$ cat src/hw/rtl/enc_pkg.sv
// enc_pkg: shared types and constants for the even neighbour counter
// used by enc_window, even_neighbour_count_3x3 and the bench
package enc_pkg;

    localparam int MAX_COLUMNS = 64;
    localparam int MAX_ROWS    = 1024;

    localparam int COL_W      = 6;
    localparam int ROW_W      = 10;
    localparam int CNT_W      = 4;
    localparam int ROWS_CFG_W = 11;
    localparam int COLS_CFG_W = 7;
    localparam int CFG_DATA_W = 11;
    localparam int CFG_IDX_W  = 1;
    localparam int VALUE_W    = 16;

    localparam int IN_TDATA_W  = 16;
    localparam int OUT_TDATA_W = 24;
    localparam int OUT_PAD_W   = OUT_TDATA_W - (CNT_W + ROW_W + COL_W);

    // result queue
    localparam int FIFO_AW    = 2;
    localparam int FIFO_DEPTH = 1 << FIFO_AW;

    localparam logic [CFG_IDX_W-1:0] REG_ROW_COUNT    = 1'b0;
    localparam logic [CFG_IDX_W-1:0] REG_COLUMN_COUNT = 1'b1;

    localparam logic CMD_ELEMENT = 1'b0;
    localparam logic CMD_DRAIN   = 1'b1;

    typedef enum logic [1:0] {
        OP_NONE,
        OP_ELEM,
        OP_DRAIN
    } t_op;

    typedef struct packed {
        logic             frame_done;
        logic             run_last;
        logic [COL_W-1:0] cell_column;
        logic [ROW_W-1:0] cell_row;
        logic [CNT_W-1:0] even_count;
    } t_result;

    // window control and the newest column of parity bits
    typedef struct packed {
        logic shift;
        logic row_ge1;
        logic row_ge2;
        logic col_ge1;
        logic col_ge2;
        logic top;
        logic mid;
        logic bot;
    } t_win_in;

    // counts for: upper cell left of current, upper cell at current,
    // last-row partial left of current, last-row partial at current
    typedef struct packed {
        logic [CNT_W-1:0] cnt_a;
        logic [CNT_W-1:0] cnt_b;
        logic [CNT_W-1:0] cnt_p;
        logic [CNT_W-1:0] cnt_e;
    } t_win_cnt;

endpackage

$ cat src/hw/rtl/enc_ram.sv
// enc_ram: generic single write port ram with registered read
// no dependencies
module enc_ram #(
    parameter int WIDTH = 1,
    parameter int DEPTH = 64
) (
    input  logic                                i_clk,
    input  logic                                i_we,
    input  logic [((DEPTH > 1) ? $clog2(DEPTH) : 1)-1:0] i_waddr,
    input  logic [WIDTH-1:0]                    i_wdata,
    input  logic                                i_re,
    input  logic [((DEPTH > 1) ? $clog2(DEPTH) : 1)-1:0] i_raddr,
    output logic [WIDTH-1:0]                    o_rdata
);

    logic [WIDTH-1:0] r_mem [DEPTH];
    logic [WIDTH-1:0] r_rdata;

    // read returns the old word on a same-address write
    always_ff @(posedge i_clk) begin
        if (i_we) begin
            r_mem[i_waddr] <= i_wdata;
        end
        if (i_re) begin
            r_rdata <= r_mem[i_raddr];
        end
    end

    assign o_rdata = r_rdata;

endmodule

$ cat src/hw/rtl/enc_window.sv
// enc_window: 3x3 parity window (two stored columns plus the newest one)
// and the neighbour counts built from it; uses enc_pkg
module enc_window (
    input  logic               i_clk,
    input  enc_pkg::t_win_in   i_win,
    output enc_pkg::t_win_cnt  o_cnt
);
    import enc_pkg::*;

    // p1 = one column left of the newest, p2 = two columns left
    logic r_top_p1, r_top_p2;
    logic r_mid_p1, r_mid_p2;
    logic r_bot_p1, r_bot_p2;

    function automatic logic [CNT_W-1:0] cnt_bits(input logic [7:0] v);
        logic [CNT_W-1:0] s;
        s = '0;
        for (int i = 0; i < 8; i++) begin
            s = s + CNT_W'(v[i]);
        end
        return s;
    endfunction

    always_ff @(posedge i_clk) begin
        if (i_win.shift) begin
            r_top_p2 <= r_top_p1;
            r_top_p1 <= i_win.top;
            r_mid_p2 <= r_mid_p1;
            r_mid_p1 <= i_win.mid;
            r_bot_p2 <= r_bot_p1;
            r_bot_p1 <= i_win.bot;
        end
    end

    logic l1, l2, up;
    assign l1 = i_win.col_ge1;
    assign l2 = i_win.col_ge2;
    assign up = i_win.row_ge2;

    always_comb begin
        // centre row is mid, cell one column left of the newest
        o_cnt.cnt_a = cnt_bits({up & l2 & r_top_p2, up & r_top_p1, up & i_win.top,
                                l2 & r_mid_p2, i_win.mid,
                                l2 & r_bot_p2, r_bot_p1, i_win.bot});
        // centre row is mid, cell at the newest column (row end, no right side)
        o_cnt.cnt_b = cnt_bits({up & l1 & r_top_p1, up & i_win.top,
                                l1 & r_mid_p1, 1'b0,
                                l1 & r_bot_p1, i_win.bot, 2'b00});
        // bottom row as if it were the last row, cell one left of newest
        o_cnt.cnt_p = cnt_bits({i_win.row_ge1 & l2 & r_mid_p2,
                                i_win.row_ge1 & r_mid_p1,
                                i_win.row_ge1 & i_win.mid,
                                l2 & r_bot_p2, i_win.bot, 3'b000});
        // same, cell at the newest column
        o_cnt.cnt_e = cnt_bits({i_win.row_ge1 & l1 & r_mid_p1,
                                i_win.row_ge1 & i_win.mid,
                                l1 & r_bot_p1, 5'b00000});
    end

endmodule

$ cat src/hw/rtl/even_neighbour_count_3x3.sv
// even_neighbour_count_3x3: streaming count of even moore neighbours
// depends on enc_pkg, enc_ram (line and last-row stores), enc_window
//
// channel   dir  handshake                      content
// s_axis    in   i_s_axis_tvalid/o_s_axis_tready tdata value, tuser cmd
// m_axis    out  o_m_axis_tvalid/i_m_axis_tready tdata counts, tlast, tuser
// cfg       in   i_cfg_we                        i_cfg_index, i_cfg_data
//
// one word accepted per cycle while stage 1 is empty or firing; each result
// passes stage 1 and the result queue; stage 1 waits for two free slots in
// the 4-deep queue, so at row ends (two results) output sets the sustained rate
// synchronous active-low reset clears counters, sizes (to 1) and queue
// stores are not cleared: row flags mask entries not yet written this frame
module even_neighbour_count_3x3 (
    input  logic                              i_clk,
    input  logic                              i_rst_n,
    input  logic                              i_s_axis_tvalid,
    output logic                              o_s_axis_tready,
    input  logic [enc_pkg::IN_TDATA_W-1:0]    i_s_axis_tdata,  // value[15:0]
    input  logic                              i_s_axis_tuser,  // cmd[0]
    output logic                              o_m_axis_tvalid,
    input  logic                              i_m_axis_tready,
    // even_count[3:0], cell_row[13:4], cell_column[19:14], zero[23:20]
    output logic [enc_pkg::OUT_TDATA_W-1:0]   o_m_axis_tdata,
    output logic                              o_m_axis_tlast,  // run_last
    output logic                              o_m_axis_tuser,  // frame_done[0]
    input  logic                              i_cfg_we,
    input  logic [enc_pkg::CFG_IDX_W-1:0]     i_cfg_index,
    input  logic [enc_pkg::CFG_DATA_W-1:0]    i_cfg_data
);
    import enc_pkg::*;

    // sizes and frame position
    logic [ROWS_CFG_W-1:0] r_rows_used;
    logic [COLS_CFG_W-1:0] r_cols_used;
    logic [ROW_W-1:0]      r_in_row;
    logic [COL_W-1:0]      r_in_col;
    logic [COL_W-1:0]      r_drain_col;
    logic                  r_frame_loaded;

    // stage 1
    t_op                   r_s1_op;
    logic [ROW_W-1:0]      r_s1_row;
    logic [COL_W-1:0]      r_s1_col;
    logic                  r_s1_even;
    logic                  r_s1_last;
    logic                  r_line_fwd;
    logic [1:0]            r_line_fwd_data;
    logic                  r_part_fwd;
    logic [CNT_W-1:0]      r_part_fwd_data;
    logic [CNT_W-1:0]      r_end_cnt;

    // result queue
    t_result               r_fifo [FIFO_DEPTH];
    logic [FIFO_AW-1:0]    r_wp;
    logic [FIFO_AW-1:0]    r_rp;
    logic [FIFO_AW:0]      r_cnt;

    logic                  s_accept;
    logic                  s1_busy;
    logic                  s1_fire;
    logic                  elem_ok;
    logic                  drain_ok;
    logic                  in_col_last;
    logic                  in_row_last;
    logic                  drain_done;
    logic [1:0]            line_rdata;
    logic [1:0]            line_eff;
    logic [CNT_W-1:0]      part_rdata;
    logic [CNT_W-1:0]      part_eff;
    logic                  line_we;
    logic [1:0]            line_wdata;
    logic                  part_we;
    logic [COL_W-1:0]      part_waddr;
    t_win_in               win_in;
    t_win_cnt              win_cnt;
    logic                  res_a_v;
    logic                  res_b_v;
    t_result               res_a;
    t_result               res_b;
    t_result               res0;
    t_result               res1;
    logic [1:0]            n_push;
    logic                  pop;
    logic [ROWS_CFG_W-1:0] cfg_rows;
    logic [COLS_CFG_W-1:0] cfg_cols;

    // ---------------- stage 0: handshake and frame position
    assign s1_busy         = (r_s1_op != OP_NONE);
    assign s1_fire         = s1_busy && (r_cnt <= (FIFO_AW+1)'(FIFO_DEPTH - 2));
    assign o_s_axis_tready = !s1_busy || s1_fire;
    assign s_accept        = i_s_axis_tvalid && o_s_axis_tready;

    assign elem_ok  = (i_s_axis_tuser == CMD_ELEMENT) && !r_frame_loaded;
    assign drain_ok = (i_s_axis_tuser == CMD_DRAIN) && r_frame_loaded;

    assign in_col_last = ((COLS_CFG_W)'(r_in_col) + (COLS_CFG_W)'(1)) >= r_cols_used;
    assign in_row_last = ((ROWS_CFG_W)'(r_in_row) + (ROWS_CFG_W)'(1)) >= r_rows_used;
    assign drain_done  = ((COLS_CFG_W)'(r_drain_col) + (COLS_CFG_W)'(1)) >= r_cols_used;

    // zero counts as one, large values saturate
    always_comb begin
        cfg_rows = i_cfg_data[ROWS_CFG_W-1:0];
        if (cfg_rows == '0) begin
            cfg_rows = (ROWS_CFG_W)'(1);
        end else if (cfg_rows > (ROWS_CFG_W)'(MAX_ROWS)) begin
            cfg_rows = (ROWS_CFG_W)'(MAX_ROWS);
        end
        cfg_cols = i_cfg_data[COLS_CFG_W-1:0];
        if (cfg_cols == '0) begin
            cfg_cols = (COLS_CFG_W)'(1);
        end else if (cfg_cols > (COLS_CFG_W)'(MAX_COLUMNS)) begin
            cfg_cols = (COLS_CFG_W)'(MAX_COLUMNS);
        end
    end

    always_ff @(posedge i_clk) begin
        if (!i_rst_n) begin
            r_rows_used    <= (ROWS_CFG_W)'(1);
            r_cols_used    <= (COLS_CFG_W)'(1);
            r_in_row       <= '0;
            r_in_col       <= '0;
            r_drain_col    <= '0;
            r_frame_loaded <= 1'b0;
        end else if (i_cfg_we) begin
            case (i_cfg_index)
                REG_ROW_COUNT: begin
                    r_rows_used <= cfg_rows;
                end
                REG_COLUMN_COUNT: begin
                    r_cols_used <= cfg_cols;
                end
                default: begin
                end
            endcase
            r_in_row       <= '0;
            r_in_col       <= '0;
            r_drain_col    <= '0;
            r_frame_loaded <= 1'b0;
        end else if (s_accept) begin
            if (elem_ok) begin
                if (in_col_last) begin
                    r_in_col <= '0;
                    if (in_row_last) begin
                        r_frame_loaded <= 1'b1;
                    end else begin
                        r_in_row <= r_in_row + (ROW_W)'(1);
                    end
                end else begin
                    r_in_col <= r_in_col + (COL_W)'(1);
                end
            end else if (drain_ok) begin
                if (drain_done) begin
                    r_in_row       <= '0;
                    r_in_col       <= '0;
                    r_drain_col    <= '0;
                    r_frame_loaded <= 1'b0;
                end else begin
                    r_drain_col <= r_drain_col + (COL_W)'(1);
                end
            end
        end
    end

    // ---------------- stage 1 registers
    always_ff @(posedge i_clk) begin
        if (!i_rst_n) begin
            r_s1_op    <= OP_NONE;
            r_line_fwd <= 1'b0;
            r_part_fwd <= 1'b0;
        end else if (s_accept) begin
            if (elem_ok) begin
                r_s1_op <= OP_ELEM;
            end else if (drain_ok) begin
                r_s1_op <= OP_DRAIN;
            end else begin
                r_s1_op <= OP_NONE;
            end
            // the store write of the word now leaving stage 1 is not yet visible
            r_line_fwd <= line_we && (r_s1_col == r_in_col);
            r_part_fwd <= part_we && (part_waddr == r_drain_col);
        end else if (s1_fire) begin
            r_s1_op <= OP_NONE;
        end
    end

    always_ff @(posedge i_clk) begin
        if (s_accept) begin
            r_s1_row        <= r_in_row;
            r_s1_col        <= elem_ok ? r_in_col : r_drain_col;
            r_s1_even       <= ~i_s_axis_tdata[0];
            r_s1_last       <= elem_ok ? in_col_last : drain_done;
            r_line_fwd_data <= line_wdata;
            r_part_fwd_data <= win_cnt.cnt_p;
        end
        if (line_we && r_s1_last) begin
            r_end_cnt <= win_cnt.cnt_e;
        end
    end

    // line store: bit 0 = row above, bit 1 = two rows above
    enc_ram #(
        .WIDTH (2),
        .DEPTH (MAX_COLUMNS)
    ) u_line_ram (
        .i_clk   (i_clk),
        .i_we    (line_we),
        .i_waddr (r_s1_col),
        .i_wdata (line_wdata),
        .i_re    (s_accept),
        .i_raddr (r_in_col),
        .o_rdata (line_rdata)
    );

    // counts for the last row taken without a row below
    enc_ram #(
        .WIDTH (CNT_W),
        .DEPTH (MAX_COLUMNS)
    ) u_part_ram (
        .i_clk   (i_clk),
        .i_we    (part_we),
        .i_waddr (part_waddr),
        .i_wdata (win_cnt.cnt_p),
        .i_re    (s_accept),
        .i_raddr (r_drain_col),
        .o_rdata (part_rdata)
    );

    assign line_eff   = r_line_fwd ? r_line_fwd_data : line_rdata;
    assign part_eff   = r_part_fwd ? r_part_fwd_data : part_rdata;
    assign line_we    = s1_fire && (r_s1_op == OP_ELEM);
    assign line_wdata = {line_eff[0], r_s1_even};
    assign part_we    = line_we && (r_s1_col != '0);
    assign part_waddr = r_s1_col - (COL_W)'(1);

    always_comb begin
        win_in.shift   = line_we;
        win_in.row_ge1 = (r_s1_row != '0);
        win_in.row_ge2 = (r_s1_row >= (ROW_W)'(2));
        win_in.col_ge1 = (r_s1_col != '0);
        win_in.col_ge2 = (r_s1_col >= (COL_W)'(2));
        win_in.top     = line_eff[1];
        win_in.mid     = line_eff[0];
        win_in.bot     = r_s1_even;
    end

    enc_window u_window (
        .i_clk (i_clk),
        .i_win (win_in),
        .o_cnt (win_cnt)
    );

    // ---------------- results of stage 1
    assign res_a_v = win_in.row_ge1 && win_in.col_ge1;
    assign res_b_v = win_in.row_ge1 && r_s1_last;

    always_comb begin
        res_a.frame_done  = 1'b0;
        res_a.run_last    = !res_b_v;
        res_a.cell_column = r_s1_col - (COL_W)'(1);
        res_a.cell_row    = r_s1_row - (ROW_W)'(1);
        res_a.even_count  = win_cnt.cnt_a;
        res_b.frame_done  = 1'b0;
        res_b.run_last    = 1'b1;
        res_b.cell_column = r_s1_col;
        res_b.cell_row    = r_s1_row - (ROW_W)'(1);
        res_b.even_count  = win_cnt.cnt_b;
        res0   = res_a;
        res1   = res_b;
        n_push = 2'd0;
        case (r_s1_op)
            OP_ELEM: begin
                if (res_a_v) begin
                    n_push = res_b_v ? 2'd2 : 2'd1;
                end else if (res_b_v) begin
                    res0   = res_b;
                    n_push = 2'd1;
                end
            end
            OP_DRAIN: begin
                res0.frame_done  = r_s1_last;
                res0.run_last    = 1'b1;
                res0.cell_column = r_s1_col;
                res0.cell_row    = r_s1_row;
                res0.even_count  = r_s1_last ? r_end_cnt : part_eff;
                n_push           = 2'd1;
            end
            default: begin
            end
        endcase
        if (!s1_fire) begin
            n_push = 2'd0;
        end
    end

    // ---------------- result queue
    assign pop = o_m_axis_tvalid && i_m_axis_tready;

    always_ff @(posedge i_clk) begin
        if (n_push != 2'd0) begin
            r_fifo[r_wp] <= res0;
        end
        if (n_push == 2'd2) begin
            r_fifo[r_wp + (FIFO_AW)'(1)] <= res1;
        end
    end

    always_ff @(posedge i_clk) begin
        if (!i_rst_n) begin
            r_wp  <= '0;
            r_rp  <= '0;
            r_cnt <= '0;
        end else begin
            r_wp  <= r_wp + (FIFO_AW)'(n_push);
            r_rp  <= r_rp + (FIFO_AW)'(pop);
            r_cnt <= r_cnt + (FIFO_AW+1)'(n_push) - (FIFO_AW+1)'(pop);
        end
    end

    assign o_m_axis_tvalid = (r_cnt != '0);
    assign o_m_axis_tdata  = {{OUT_PAD_W{1'b0}}, r_fifo[r_rp].cell_column,
                              r_fifo[r_rp].cell_row, r_fifo[r_rp].even_count};
    assign o_m_axis_tlast  = r_fifo[r_rp].run_last;
    assign o_m_axis_tuser  = r_fifo[r_rp].frame_done;

    // ---------------- checks
    assert property (@(posedge i_clk) disable iff (!i_rst_n)
        r_cnt <= (FIFO_AW+1)'(FIFO_DEPTH))
        else $error("result queue overflow");

    assert property (@(posedge i_clk) disable iff (!i_rst_n)
        r_frame_loaded |-> (r_in_col == '0))
        else $error("loaded frame with nonzero input column");

    assert property (@(posedge i_clk) disable iff (!i_rst_n)
        (r_drain_col != '0) |-> r_frame_loaded)
        else $error("drain position moved before frame loaded");

    assert property (@(posedge i_clk) disable iff (!i_rst_n)
        (r_s1_op == OP_DRAIN) |-> ((COLS_CFG_W)'(r_s1_col) < r_cols_used))
        else $error("drain column beyond row");

    assert property (@(posedge i_clk) disable iff (!i_rst_n)
        (o_m_axis_tvalid && o_m_axis_tuser) |-> o_m_axis_tlast)
        else $error("frame end word without run end");

endmodule

$ cat config.mk
export PLATFORM = sky130hd
export DESIGN_NAME = even_neighbour_count_3x3
export DESIGN_NICKNAME = d
export VERILOG_FILES = /design/src/hw/rtl/enc_pkg.sv /design/src/hw/rtl/enc_ram.sv /design/src/hw/rtl/enc_window.sv /design/src/hw/rtl/even_neighbour_count_3x3.sv
export SDC_FILE = /design/constraint.sdc
export NUM_CORES = 1
export LEC_CHECK = 0
export BUFFER_PORTS_ARGS = -buffer_cell sky130_fd_sc_hd__buf_2
export CAP_MARGIN = 20
export CORE_MARGIN = 2
export CORE_UTILIZATION = 40
export CTS_BUF_LIST = sky130_fd_sc_hd__clkbuf_4 sky130_fd_sc_hd__clkbuf_8
export CTS_CLUSTER_DIAMETER = 30
export DETAILED_ROUTE_END_ITERATION = 7
export SYNTH_ARGS = -nofsm -noshare
export SYNTH_HDL_FRONTEND = slang
export SYNTH_SLANG_ARGS = --single-unit
$ cat constraint.sdc
create_clock -name i_clk -period 5.25 [get_ports i_clk]
set_input_delay 0.525 -clock i_clk [delete_from_list [all_inputs] [get_ports i_clk]]
set_output_delay 0.525 -clock i_clk [all_outputs]
set_load 0.03 [all_outputs]
==> reports/summary.json, run 1 <==
{
  "post_synthesis_register_bit_count": 497,
  "die_y_um": 243,
  "time_the_final_worst_path_needs_with_i_o_delays_and_setup_ns": 4.55,
  "critical_path_buf_inv_count": 1,
  "path_delay_family": "adder cells",
  "insertedDiodeCount": 0,
  "preCtsSetupSlack_ns": 0.742,
  "mostFrequentLayoutCell": "sky130_fd_sc_hd__edfxtp_1",
  "root_buf_cell": "sky130_fd_sc_hd__clkbuf_8",
  "average_wire_per_standard_cell_um": 20.4,
  "total_leakage_power_uw": 0.00842,
  "route.detailed.vias_per_inst": 5.43,
  "p_per_area_nw_per_um2": 366,
  "count_of_port_buffers_added_during_placement": 42,
  "antenna_found_initial": 0,
  "coreArea_um2": 56500,
  "slew_headroom_pct": 28.3,
  "clock-skew-final_ns": 0.0376,
  "cts_buffers": 101,
  "yosys.area.top_type_share_pct": 57.4,
  "setup_tns_ns": 0,
  "timing.final.crit_share_pct": 86.7,
  "grt_max_degree": 69,
  "maxSlewViolCount": 0,
  "initial_utilization_pct": 40.5,
  "drtIter0Drc": 1019,
  "crit_path_start_kind": "flop",
  "grt_first_pass_wirelength_mm": 79.8,
  "gp_congestion": 0.856,
  "mostFrequentLayoutCells": "sky130_fd_sc_hd__edfxtp_1 (437), sky130_fd_sc_hd__nor2_1 (198), sky130_fd_sc_hd__mux4_2 (118)",
  "min-delay-path-class": "in2reg",
  "cts.repair_timing.setup_buffer_count": 0,
  "drv.max_cap_violation_count": 0,
  "rsz_0062_raised_after_global_routing": "no",
  "yosysSeqAreaShare_pct": 62.6,
  "ioPinCount": 62,
  "worst_skew_pair.late_latency_ns": 0.68,
  "synth_enable_flop_cells": 437,
  "synthesized_instance_count": 1605,
  "htreeDepth": 3,
  "delay_of_the_slowest_cell_on_the_worst_path_ns": 0.65,
  "number_of_global_route_vias_before_repair": 14100,
  "cp_cell_sequence": "inv_1 > ha_1 > or4_1 > nand2_1 > fa_1 > fa_1 > fa_1 > fa_1 > xor2_1 > o22ai_1 > a21oi_1 > o22ai_1",
  "dp_hpwl_mm": 33.2,
  "cts.path.max_buffers": 3,
  "async_flop_share_pct": 0,
  "final-setup-viol-count": 0,
  "fin_nets": 1786,
  "tritoncts": "yes",
  "groute.usage.overall_pct": 17.5,
  "setup.worst_path.class": "reg2reg",
  "netlist_top_cells_area": "sky130_fd_sc_hd__edfxtp_1 (57%), sky130_fd_sc_hd__mux4_2 (12%), sky130_fd_sc_hd__dfxtp_1 (5.3%), sky130_fd_sc_hd__nor2_1 (3.2%), sky130_fd_sc_hd__ha_1 (3.0%)",
  "tightest_slew_ns": 1.07,
  "final_critical_path_setup_slack_ns": 0.700,
  "dieArea_um2": 59100,
  "postCtsResizedCells": 0,
  "cts.sink_count": 497,
  "area_leader_netlist": "sky130_fd_sc_hd__edfxtp_1",
  "drt_pre_antenna_iters": 7,
  "worst-endpoint-required_ns": 5.64,
  "post-route-drc-count": 0,
  "worst_ep_arrival_time_ns": 4.94,
  "post_route_cells_drive_above_1_share_pct": 22.3,
  "fmax_ghz": 0.220,
  "synth.distinct_cells": 64,
  "yosysWarningCount": 0,
  "cts.reportedPaths.clkPinSlew_ns": 0.05,
  "drt_wl_total_mm": 51.4,
  "syn_area_per_cell_um2": 14.3,
  "ir_worst_vdd_mv": 0.163,
  "die_width_um": 243,
  "yosys_most_used_dff": "sky130_fd_sc_hd__edfxtp_1",
  "outcome": "finished clean",
  "syn-cell-area_um2": 22900,
  "final_antenna_net_count": 0,
  "critical_path.max_fanout": 11,
  "timing.critical_path.to_type": "flop",
  "critical_path.most_common_cell": "sky130_fd_sc_hd__fa_1",
  "grt.overflow.total": 0,
  "timing.critical_path.slowest_stage_cell": "sky130_fd_sc_hd__edfxtp_1",
  "area_growth_pct": 13.8,
  "row_count": 87,
  "report.final.hold_viol_count": 0,
  "number_of_hold_buffers_added_after_cts": 0,
  "detailroute.via_count": 13700
}
[final cells by class]
cell class                      count  area [µm²]
Fill cell                        4959       30500
Sequential cell                   497       14300
Multi-Input combinational cell    950        7910
Clock buffer                      121        1550
Tap cell                          756         946
Clock inverter                     62         607
Timing Repair Buffer               74         463
Inverter                           63         236
[power by group]
part           internal, µW  leakage (µW)  total [µW]  switching [µW]
clock network          2440       0.00106        4170            1740
logic                   303       0.00287         917             614
registers              4410       0.00449        4450            41.5
total                  7150       0.00842        9540            2390
[cells by family after synthesis]
logic type                 Yosys count  synth area share, %
muxes                              151                 13.1
and+or+nand+nor                    467                 9.62
AOI/OAI and AO/OA                  212                 5.90
xor gates and xnor gates            50                 1.91
adders and majority gates           66                 3.93
DFF                                497                 62.6
buffers and inverters              161                 2.89
other                                1               0.0164
[Yosys cell counts, types with 4 or more instances]
library cell / instances
sky130_fd_sc_hd__a21o_1: 4
sky130_fd_sc_hd__a21oi_1: 52
sky130_fd_sc_hd__a22o_1: 6
sky130_fd_sc_hd__a22oi_1: 13
sky130_fd_sc_hd__a31oi_1: 6
sky130_fd_sc_hd__and2_1: 13
sky130_fd_sc_hd__and3_1: 5
sky130_fd_sc_hd__buf_1: 10
sky130_fd_sc_hd__buf_2: 16
sky130_fd_sc_hd__buf_4: 6
sky130_fd_sc_hd__clkbuf_1: 64
sky130_fd_sc_hd__dfxtp_1: 60
sky130_fd_sc_hd__edfxtp_1: 437
sky130_fd_sc_hd__fa_1: 10
sky130_fd_sc_hd__ha_1: 55
sky130_fd_sc_hd__inv_1: 62
sky130_fd_sc_hd__mux2_2: 10
sky130_fd_sc_hd__mux2i_1: 23
sky130_fd_sc_hd__mux4_2: 118
sky130_fd_sc_hd__nand2_1: 87
sky130_fd_sc_hd__nand2b_1: 11
sky130_fd_sc_hd__nand3_1: 35
sky130_fd_sc_hd__nand3b_1: 6
sky130_fd_sc_hd__nand4_1: 18
sky130_fd_sc_hd__nor2_1: 198
sky130_fd_sc_hd__nor2b_1: 34
sky130_fd_sc_hd__nor3_1: 17
sky130_fd_sc_hd__nor3b_1: 11
sky130_fd_sc_hd__nor4_1: 7
sky130_fd_sc_hd__o211ai_1: 12
sky130_fd_sc_hd__o21ai_0: 42
sky130_fd_sc_hd__o22ai_1: 48
sky130_fd_sc_hd__o2bb2ai_1: 8
sky130_fd_sc_hd__or2_2: 4
sky130_fd_sc_hd__or3_1: 5
sky130_fd_sc_hd__or4_1: 6
sky130_fd_sc_hd__xnor2_1: 30
sky130_fd_sc_hd__xor2_1: 20
[worst paths after layout]
| path | start | endpoint | slack (ns) | depth (start not counted) |
|---|---|---|---|---|
| hold / removal | i_cfg_index | r_cols_used[6] | 0.17 | 3 |
| setup / recovery | r_s1_col[0] | r_fifo[2][2] | 0.70 | 12 |
| hold reg to reg | u_window.r_top_p1 | u_window.r_top_p2 | 0.47 | 0 |
| setup reg to reg | r_s1_col[0] | r_fifo[2][2] | 0.70 | 12 |
[routing by layer]
layer	wire [µm]	vias to the layer above	GRT usage, %
li1	-	6308	-
met1	21400	6911	22.0
met2	26100	392	30.1
met3	2840	85	3.28
met4	1150	0	6.24
met5	0	-	0.327
[tightest hold or removal path, cell delays in order]
cell and delay [ns]:
sky130_fd_sc_hd__buf_2 0.11, sky130_fd_sc_hd__nand3_1 0.07, sky130_fd_sc_hd__a21boi_0 0.07
[stage by stage]
step           power [µW]  utilization, %  cells  hold WS, ns  cell area [µm²]
6_report             9540            46.1   2523        0.166            26000
2_1_floorplan        5170               -   1608        0.426            22900
4_1_cts              9650            46.1   2523        0.109            26000
3_3_place_gp         5440            42.3   2340        0.444            23900
3_5_place_dp         5460            42.3   2340        0.451            23900
5_1_grt              9910            46.1   2523        0.134            26000
[registers in the layout, indices dropped and copies added, names as in the netlist, 2 cells and up]
name / flops
r_in_row: 10
r_in_col: 6
u_part_ram.o_rdata: 3
r_wp: 2
r_rows_used: 11
u_line_ram.r_mem: 128
r_s1_col: 6
u_part_ram.r_mem: 192
r_line_fwd_data: 2
r_end_cnt: 3
r_cols_used: 7
r_drain_col: 6
r_fifo: 88
u_line_ram.o_rdata: 2
r_s1_op: 2
r_cnt: 3
r_part_fwd_data: 3
r_s1_row: 10
r_rp: 2
Power figures use the tool's default switching activity.
==> run 2: changes to the inputs <==
--- a/config.mk
+++ b/config.mk
@@ -5,6 +5,7 @@
 export SDC_FILE = /design/constraint.sdc
 export NUM_CORES = 1
 export LEC_CHECK = 0
+export ABC_AREA = 1
 export BUFFER_PORTS_ARGS = -buffer_cell sky130_fd_sc_hd__buf_2
 export CAP_MARGIN = 20
 export CORE_MARGIN = 2
==> reports/summary.json, run 2 <==
{
  "internal-power": {"value": 7140, "unit": "µW", "change": "was 7150 µW"},
  "clock-skew-final": {"value": 0.0568, "unit": "ns", "change": "was 0.0376 ns"},
  "cts.reportedPaths.clkPinSlew": {"value": 0.06, "unit": "ns", "change": "was 0.05 ns"},
  "cts.sink_count": {"value": 497, "change": "unchanged"},
  "critical_path.most_common_cell": {"value": "sky130_fd_sc_hd__fa_1", "change": "unchanged"},
  "critical_path.startpoint": {"value": "r_s1_col[5]", "change": "was r_s1_col[0]"},
  "final_critical_path_setup_slack": {"value": 0.944, "unit": "ns", "change": "was 0.700 ns"},
  "syn-cell-area": {"value": 23700, "unit": "µm²", "change": "was 22,900 µm²"},
  "cts.repair_timing.setup_buffer_count": {"value": 0, "change": "unchanged"},
  "final_antenna_net_count": {"value": 0, "change": "unchanged"},
  "time_the_final_worst_path_needs_with_i_o_delays_and_setup": {"value": 4.31, "unit": "ns", "change": "was 4.55 ns"},
  "synth.distinct_cells": {"value": 47, "change": "was 64"},
  "groute.usage.overall": {"value": 19.4, "unit": "%", "change": "was 17.5%"},
  "cp_cell_sequence": {"value": "inv_2 > nand2_1 > nor2_1 > clkinv_1 > nor3_1 > inv_1 > nand2_1 > fa_1 > fa_1 > fa_1 > fa_1 > nand3b_1 > nand3_1 > nand3_1 > nand2_1", "change": "was inv_1 > ha_1 > or4_1 > nand2_1 > fa_1 > fa_1 > fa_1 > fa_1 > xor2_1 > o22ai_1 > a21oi_1 > o22ai_1"},
  "netlist_top_cells_area": {"value": "sky130_fd_sc_hd__edfxtp_1 (55%), sky130_fd_sc_hd__nand2_1 (9.6%), sky130_fd_sc_hd__nor2_1 (5.4%), sky130_fd_sc_hd__nand3_1 (5.2%), sky130_fd_sc_hd__dfxtp_1 (5.1%)", "change": "was sky130_fd_sc_hd__edfxtp_1 (57%), sky130_fd_sc_hd__mux4_2 (12%), sky130_fd_sc_hd__dfxtp_1 (5.3%), sky130_fd_sc_hd__nor2_1 (3.2%), sky130_fd_sc_hd__ha_1 (3.0%)"},
  "critical_path.max_fanout": {"value": 10, "change": "was 11"},
  "setup_tns": {"value": 0, "unit": "ns", "change": "unchanged"},
  "net_switching_fraction_of_the_power": {"value": 26.4, "unit": "%", "change": "was 25.1%"},
  "mostFrequentLayoutCells": {"value": "sky130_fd_sc_hd__nand2_1 (605), sky130_fd_sc_hd__edfxtp_1 (437), sky130_fd_sc_hd__nor2_1 (339)", "change": "was sky130_fd_sc_hd__edfxtp_1 (437), sky130_fd_sc_hd__nor2_1 (198), sky130_fd_sc_hd__mux4_2 (118)"},
  "synth.cells.most_frequent": {"value": "sky130_fd_sc_hd__nand2_1 (605), sky130_fd_sc_hd__edfxtp_1 (437), sky130_fd_sc_hd__nor2_1 (339)", "change": "was sky130_fd_sc_hd__edfxtp_1 (437), sky130_fd_sc_hd__nor2_1 (198), sky130_fd_sc_hd__mux4_2 (118)"},
  "setup.worst_path.class": {"value": "reg2reg", "change": "unchanged"},
  "registers.top_by_ff_count": {"value": "u_part_ram.r_mem", "change": "unchanged"},
  "antenna_found_initial": {"value": 3, "change": "was 0"},
  "yosysWarningCount": {"value": 0, "change": "unchanged"},
  "worst_hold_startpoint": {"value": "i_cfg_data[9]", "change": "was i_cfg_index"},
  "crit_path_start_kind": {"value": "flop", "change": "unchanged"},
  "count_of_port_buffers_added_during_placement": {"value": 42, "change": "unchanged"},
  "yosysSeqAreaShare": {"value": 60.4, "unit": "%", "change": "was 62.6%"},
  "detailroute.via_count": {"value": 17800, "change": "was 13,700"},
  "worst_skew_pair.late_latency": {"value": 0.69, "unit": "ns", "change": "was 0.68 ns"},
  "layout_top_registers": {"value": "u_part_ram.r_mem (192), u_line_ram.r_mem (128), r_fifo (88)", "change": "unchanged"},
  "fin_worst_hold_slack": {"value": 0.0979, "unit": "ns", "change": "was 0.166 ns"},
  "slew_headroom": {"value": 29.9, "unit": "%", "change": "was 28.3%"},
  "p_switching": {"value": 2560, "unit": "µW", "change": "was 2390 µW"},
  "min-delay-path-class": {"value": "in2reg", "change": "unchanged"},
  "synth_enable_flop_cells": {"value": 437, "change": "unchanged"},
  "drt_pre_antenna_iters": {"value": 5, "change": "was 7"},
  "r2r_start": {"value": "r_s1_col[5]", "change": "was r_s1_col[0]"},
  "synthesized_instance_count": {"value": 2463, "change": "was 1,605"},
  "cts_buffers": {"value": 104, "change": "was 101"},
  "power.share.combinational": {"value": 10.5, "unit": "%", "change": "was 9.6%"},
  "yosys.area.top_type_share": {"value": 55.3, "unit": "%", "change": "was 57.4%"},
  "htreeDepth": {"value": 3, "change": "unchanged"},
  "cts.path.max_buffers": {"value": 3, "change": "unchanged"},
  "drt_wl_total": {"value": 59.4, "unit": "mm", "change": "was 51.4 mm"},
  "report.final.hold_viol_count": {"value": 0, "change": "unchanged"},
  "average_wire_per_standard_cell": {"value": 17.5, "unit": "µm", "change": "was 20.4 µm"},
  "drv.max_cap_violation_count": {"value": 0, "change": "unchanged"},
  "total_leakage_power": {"value": 0.0102, "unit": "µW", "change": "was 0.00842 µW"},
  "area_leader_netlist": {"value": "sky130_fd_sc_hd__edfxtp_1", "change": "unchanged"},
  "initial_utilization": {"value": 40.3, "unit": "%", "change": "was 40.5%"},
  "timing.critical_path.to_type": {"value": "flop", "change": "unchanged"},
  "worst-endpoint-required": {"value": 5.70, "unit": "ns", "change": "was 5.64 ns"},
  "fmax": {"value": 0.232, "unit": "GHz", "change": "was 0.220 GHz"},
  "grt_first_pass_wirelength": {"value": 93.2, "unit": "mm", "change": "was 79.8 mm"},
  "rsz_0062_raised_after_global_routing": {"value": "no", "change": "unchanged"},
  "number_of_hold_buffers_added_after_cts": {"value": 0, "change": "unchanged"},
  "fin_nets": {"value": 2624, "change": "was 1,786"},
  "path_delay_family": {"value": "adder cells", "change": "unchanged"},
  "critical_path_buf_inv_count": {"value": 3, "change": "was 1"},
  "dp_hpwl": {"value": 37.9, "unit": "mm", "change": "was 33.2 mm"},
  "outcome": {"value": "finished clean", "change": "unchanged"},
  "syn_area_per_cell": {"value": 9.63, "unit": "µm²", "change": "was 14.3 µm²"},
  "final-setup-viol-count": {"value": 0, "change": "unchanged"},
  "grt.overflow.total": {"value": 0, "change": "unchanged"},
  "post_synthesis_register_bit_count": {"value": 497, "change": "unchanged"},
  "route.detailed.vias_per_inst": {"value": 5.24, "change": "was 5.43"},
  "row_count": {"value": 89, "change": "was 87"},
  "ioPinCount": {"value": 62, "change": "unchanged"},
  "tightest_slew": {"value": 1.05, "unit": "ns", "change": "was 1.07 ns"},
  "p_per_area": {"value": 362, "unit": "nW/µm²", "change": "was 366 nW/µm²"},
  "power_frac_seq": {"value": 46.0, "unit": "%", "change": "was 46.7%"},
  "root_buf_cell": {"value": "sky130_fd_sc_hd__clkbuf_8", "change": "unchanged"},
  "yosys.cell_count.top_type": {"value": "sky130_fd_sc_hd__nand2_1", "change": "was sky130_fd_sc_hd__edfxtp_1"},
  "mostFrequentLayoutCell": {"value": "sky130_fd_sc_hd__nand2_1", "change": "was sky130_fd_sc_hd__edfxtp_1"},
  "timing.final.crit_share": {"value": 82.0, "unit": "%", "change": "was 86.7%"},
  "postPlaceCellArea": {"value": 24600, "unit": "µm²", "change": "was 23,900 µm²"},
  "timing.critical_path.slowest_stage_cell": {"value": "sky130_fd_sc_hd__edfxtp_1", "change": "unchanged"},
  "finish.instance_area": {"value": 26800, "unit": "µm²", "change": "was 26,000 µm²"},
  "postCtsResizedCells": {"value": 0, "change": "unchanged"},
  "totalPowerFinal": {"value": 9700, "unit": "µW", "change": "was 9540 µW"},
  "die_y": {"value": 248, "unit": "µm", "change": "was 243 µm"},
  "maxSlewViolCount": {"value": 0, "change": "unchanged"},
  "tritoncts": {"value": "yes", "change": "unchanged"},
  "drtIter0Drc": {"value": 1413, "change": "was 1,019"},
  "dieArea": {"value": 61300, "unit": "µm²", "change": "was 59,100 µm²"},
  "delay_of_the_slowest_cell_on_the_worst_path": {"value": 0.55, "unit": "ns", "change": "was 0.65 ns"},
  "die_width": {"value": 248, "unit": "µm", "change": "was 243 µm"},
  "ir_worst_vdd": {"value": 0.259, "unit": "mV", "change": "was 0.163 mV"},
  "gp_congestion": {"value": 0.879, "change": "was 0.856"},
  "async_flop_share": {"value": 0, "unit": "%", "change": "unchanged"},
  "grt_max_degree": {"value": 78, "change": "was 69"},
  "yosys_most_used_dff": {"value": "sky130_fd_sc_hd__edfxtp_1", "change": "unchanged"},
  "clock_power_share": {"value": 43.5, "unit": "%", "change": "was 43.7%"},
  "worst_ep_arrival_time": {"value": 4.75, "unit": "ns", "change": "was 4.94 ns"},
  "coreArea": {"value": 58800, "unit": "µm²", "change": "was 56,500 µm²"},
  "preCtsSetupSlack": {"value": 0.936, "unit": "ns", "change": "was 0.742 ns"},
  "post-route-drc-count": {"value": 0, "change": "unchanged"},
  "area_growth": {"value": 13.1, "unit": "%", "change": "was 13.8%"},
  "number_of_global_route_vias_before_repair": {"value": 17300, "change": "was 14,100"},
  "post_route_cells_drive_above_1_share": {"value": 11.7, "unit": "%", "change": "was 22.3%"},
  "max_ffs_per_register": {"value": 192, "change": "unchanged"}
}
==> run 2: layout make-up <==
type | count | area, µm²
Antenna cell | 3 | 7.51
Multi-Input combinational cell | 1680 | 8220
Inverter | 174 | 661
Sequential cell | 497 | 14300
Timing Repair Buffer | 68 | 430
Clock inverter | 67 | 596
Clock buffer | 125 | 1610
Fill cell | 5595 | 32000
Tap cell | 773 | 967
==> run 2: through the flow <==
stage               util, %  instances
floorplan                 -       2466
global placement       41.8       3192
detailed placement     41.8       3192
CTS                    45.6       3384
global route           45.6       3386
finish                 45.6       3387
==> run 2: logic make-up after synthesis <==
| group | after synthesis | synth area share (%) |
|---|---|---|
| XOR/XNOR | 33 | 1.25 |
| flip-flops | 497 | 60.4 |
| buffers and inverters | 289 | 5.03 |
| other | 1 | 0.0158 |
| multiplexers | 2 | 0.0897 |
| adder cells (fa/ha/maj) | 65 | 3.74 |
| AND/OR/NAND/NOR | 1265 | 22.4 |
| AO/OA/AOI/OAI | 311 | 7.05 |
==> run 2: routing by layer <==
layer | GRT usage (%) | vias up | routed length, µm
li1 | - | 8540 | -
met1 | 25.2 | 8506 | 25400
met2 | 32.5 | 595 | 28800
met3 | 3.05 | 120 | 3560
met4 | 7.98 | 0 | 1610
met5 | 0 | - | 0
==> run 2: power groups by stage <==
stage / Sequential, µW / Combinational, µW / Clock (µW)
after global placement: 4540 / 998 / 0
final: 4460 / 1020 / 4220
after detailed placement: 4540 / 1020 / 0
after global routing: 4470 / 1130 / 4510
after floorplan: 4540 / 691 / 0
after CTS: 4460 / 1030 / 4300
==> run 2: worst paths after layout <==
check / to / slack, ns / cells past startpoint
worst min register to register: u_window.r_top_p2 / 0.45 / 0
worst max register to register: r_fifo[0][1] / 0.94 / 15
worst max-delay path: r_fifo[0][1] / 0.94 / 15
worst min-delay path: r_rows_used[9] / 0.1 / 3
==> run 2: worst register-to-register path, cell delays in order, from the launching register on <==
cell and delay [ns]:
sky130_fd_sc_hd__edfxtp_1 0.55, sky130_fd_sc_hd__inv_2 0.22, sky130_fd_sc_hd__nand2_1 0.13, sky130_fd_sc_hd__nor2_1 0.11
sky130_fd_sc_hd__clkinv_1 0.25, sky130_fd_sc_hd__nor3_1 0.25, sky130_fd_sc_hd__inv_1 0.11, sky130_fd_sc_hd__nand2_1 0.09
sky130_fd_sc_hd__fa_1 0.44, sky130_fd_sc_hd__fa_1 0.52, sky130_fd_sc_hd__fa_1 0.48, sky130_fd_sc_hd__fa_1 0.52
sky130_fd_sc_hd__nand3b_1 0.11, sky130_fd_sc_hd__nand3_1 0.14, sky130_fd_sc_hd__nand3_1 0.11, sky130_fd_sc_hd__nand2_1 0.06
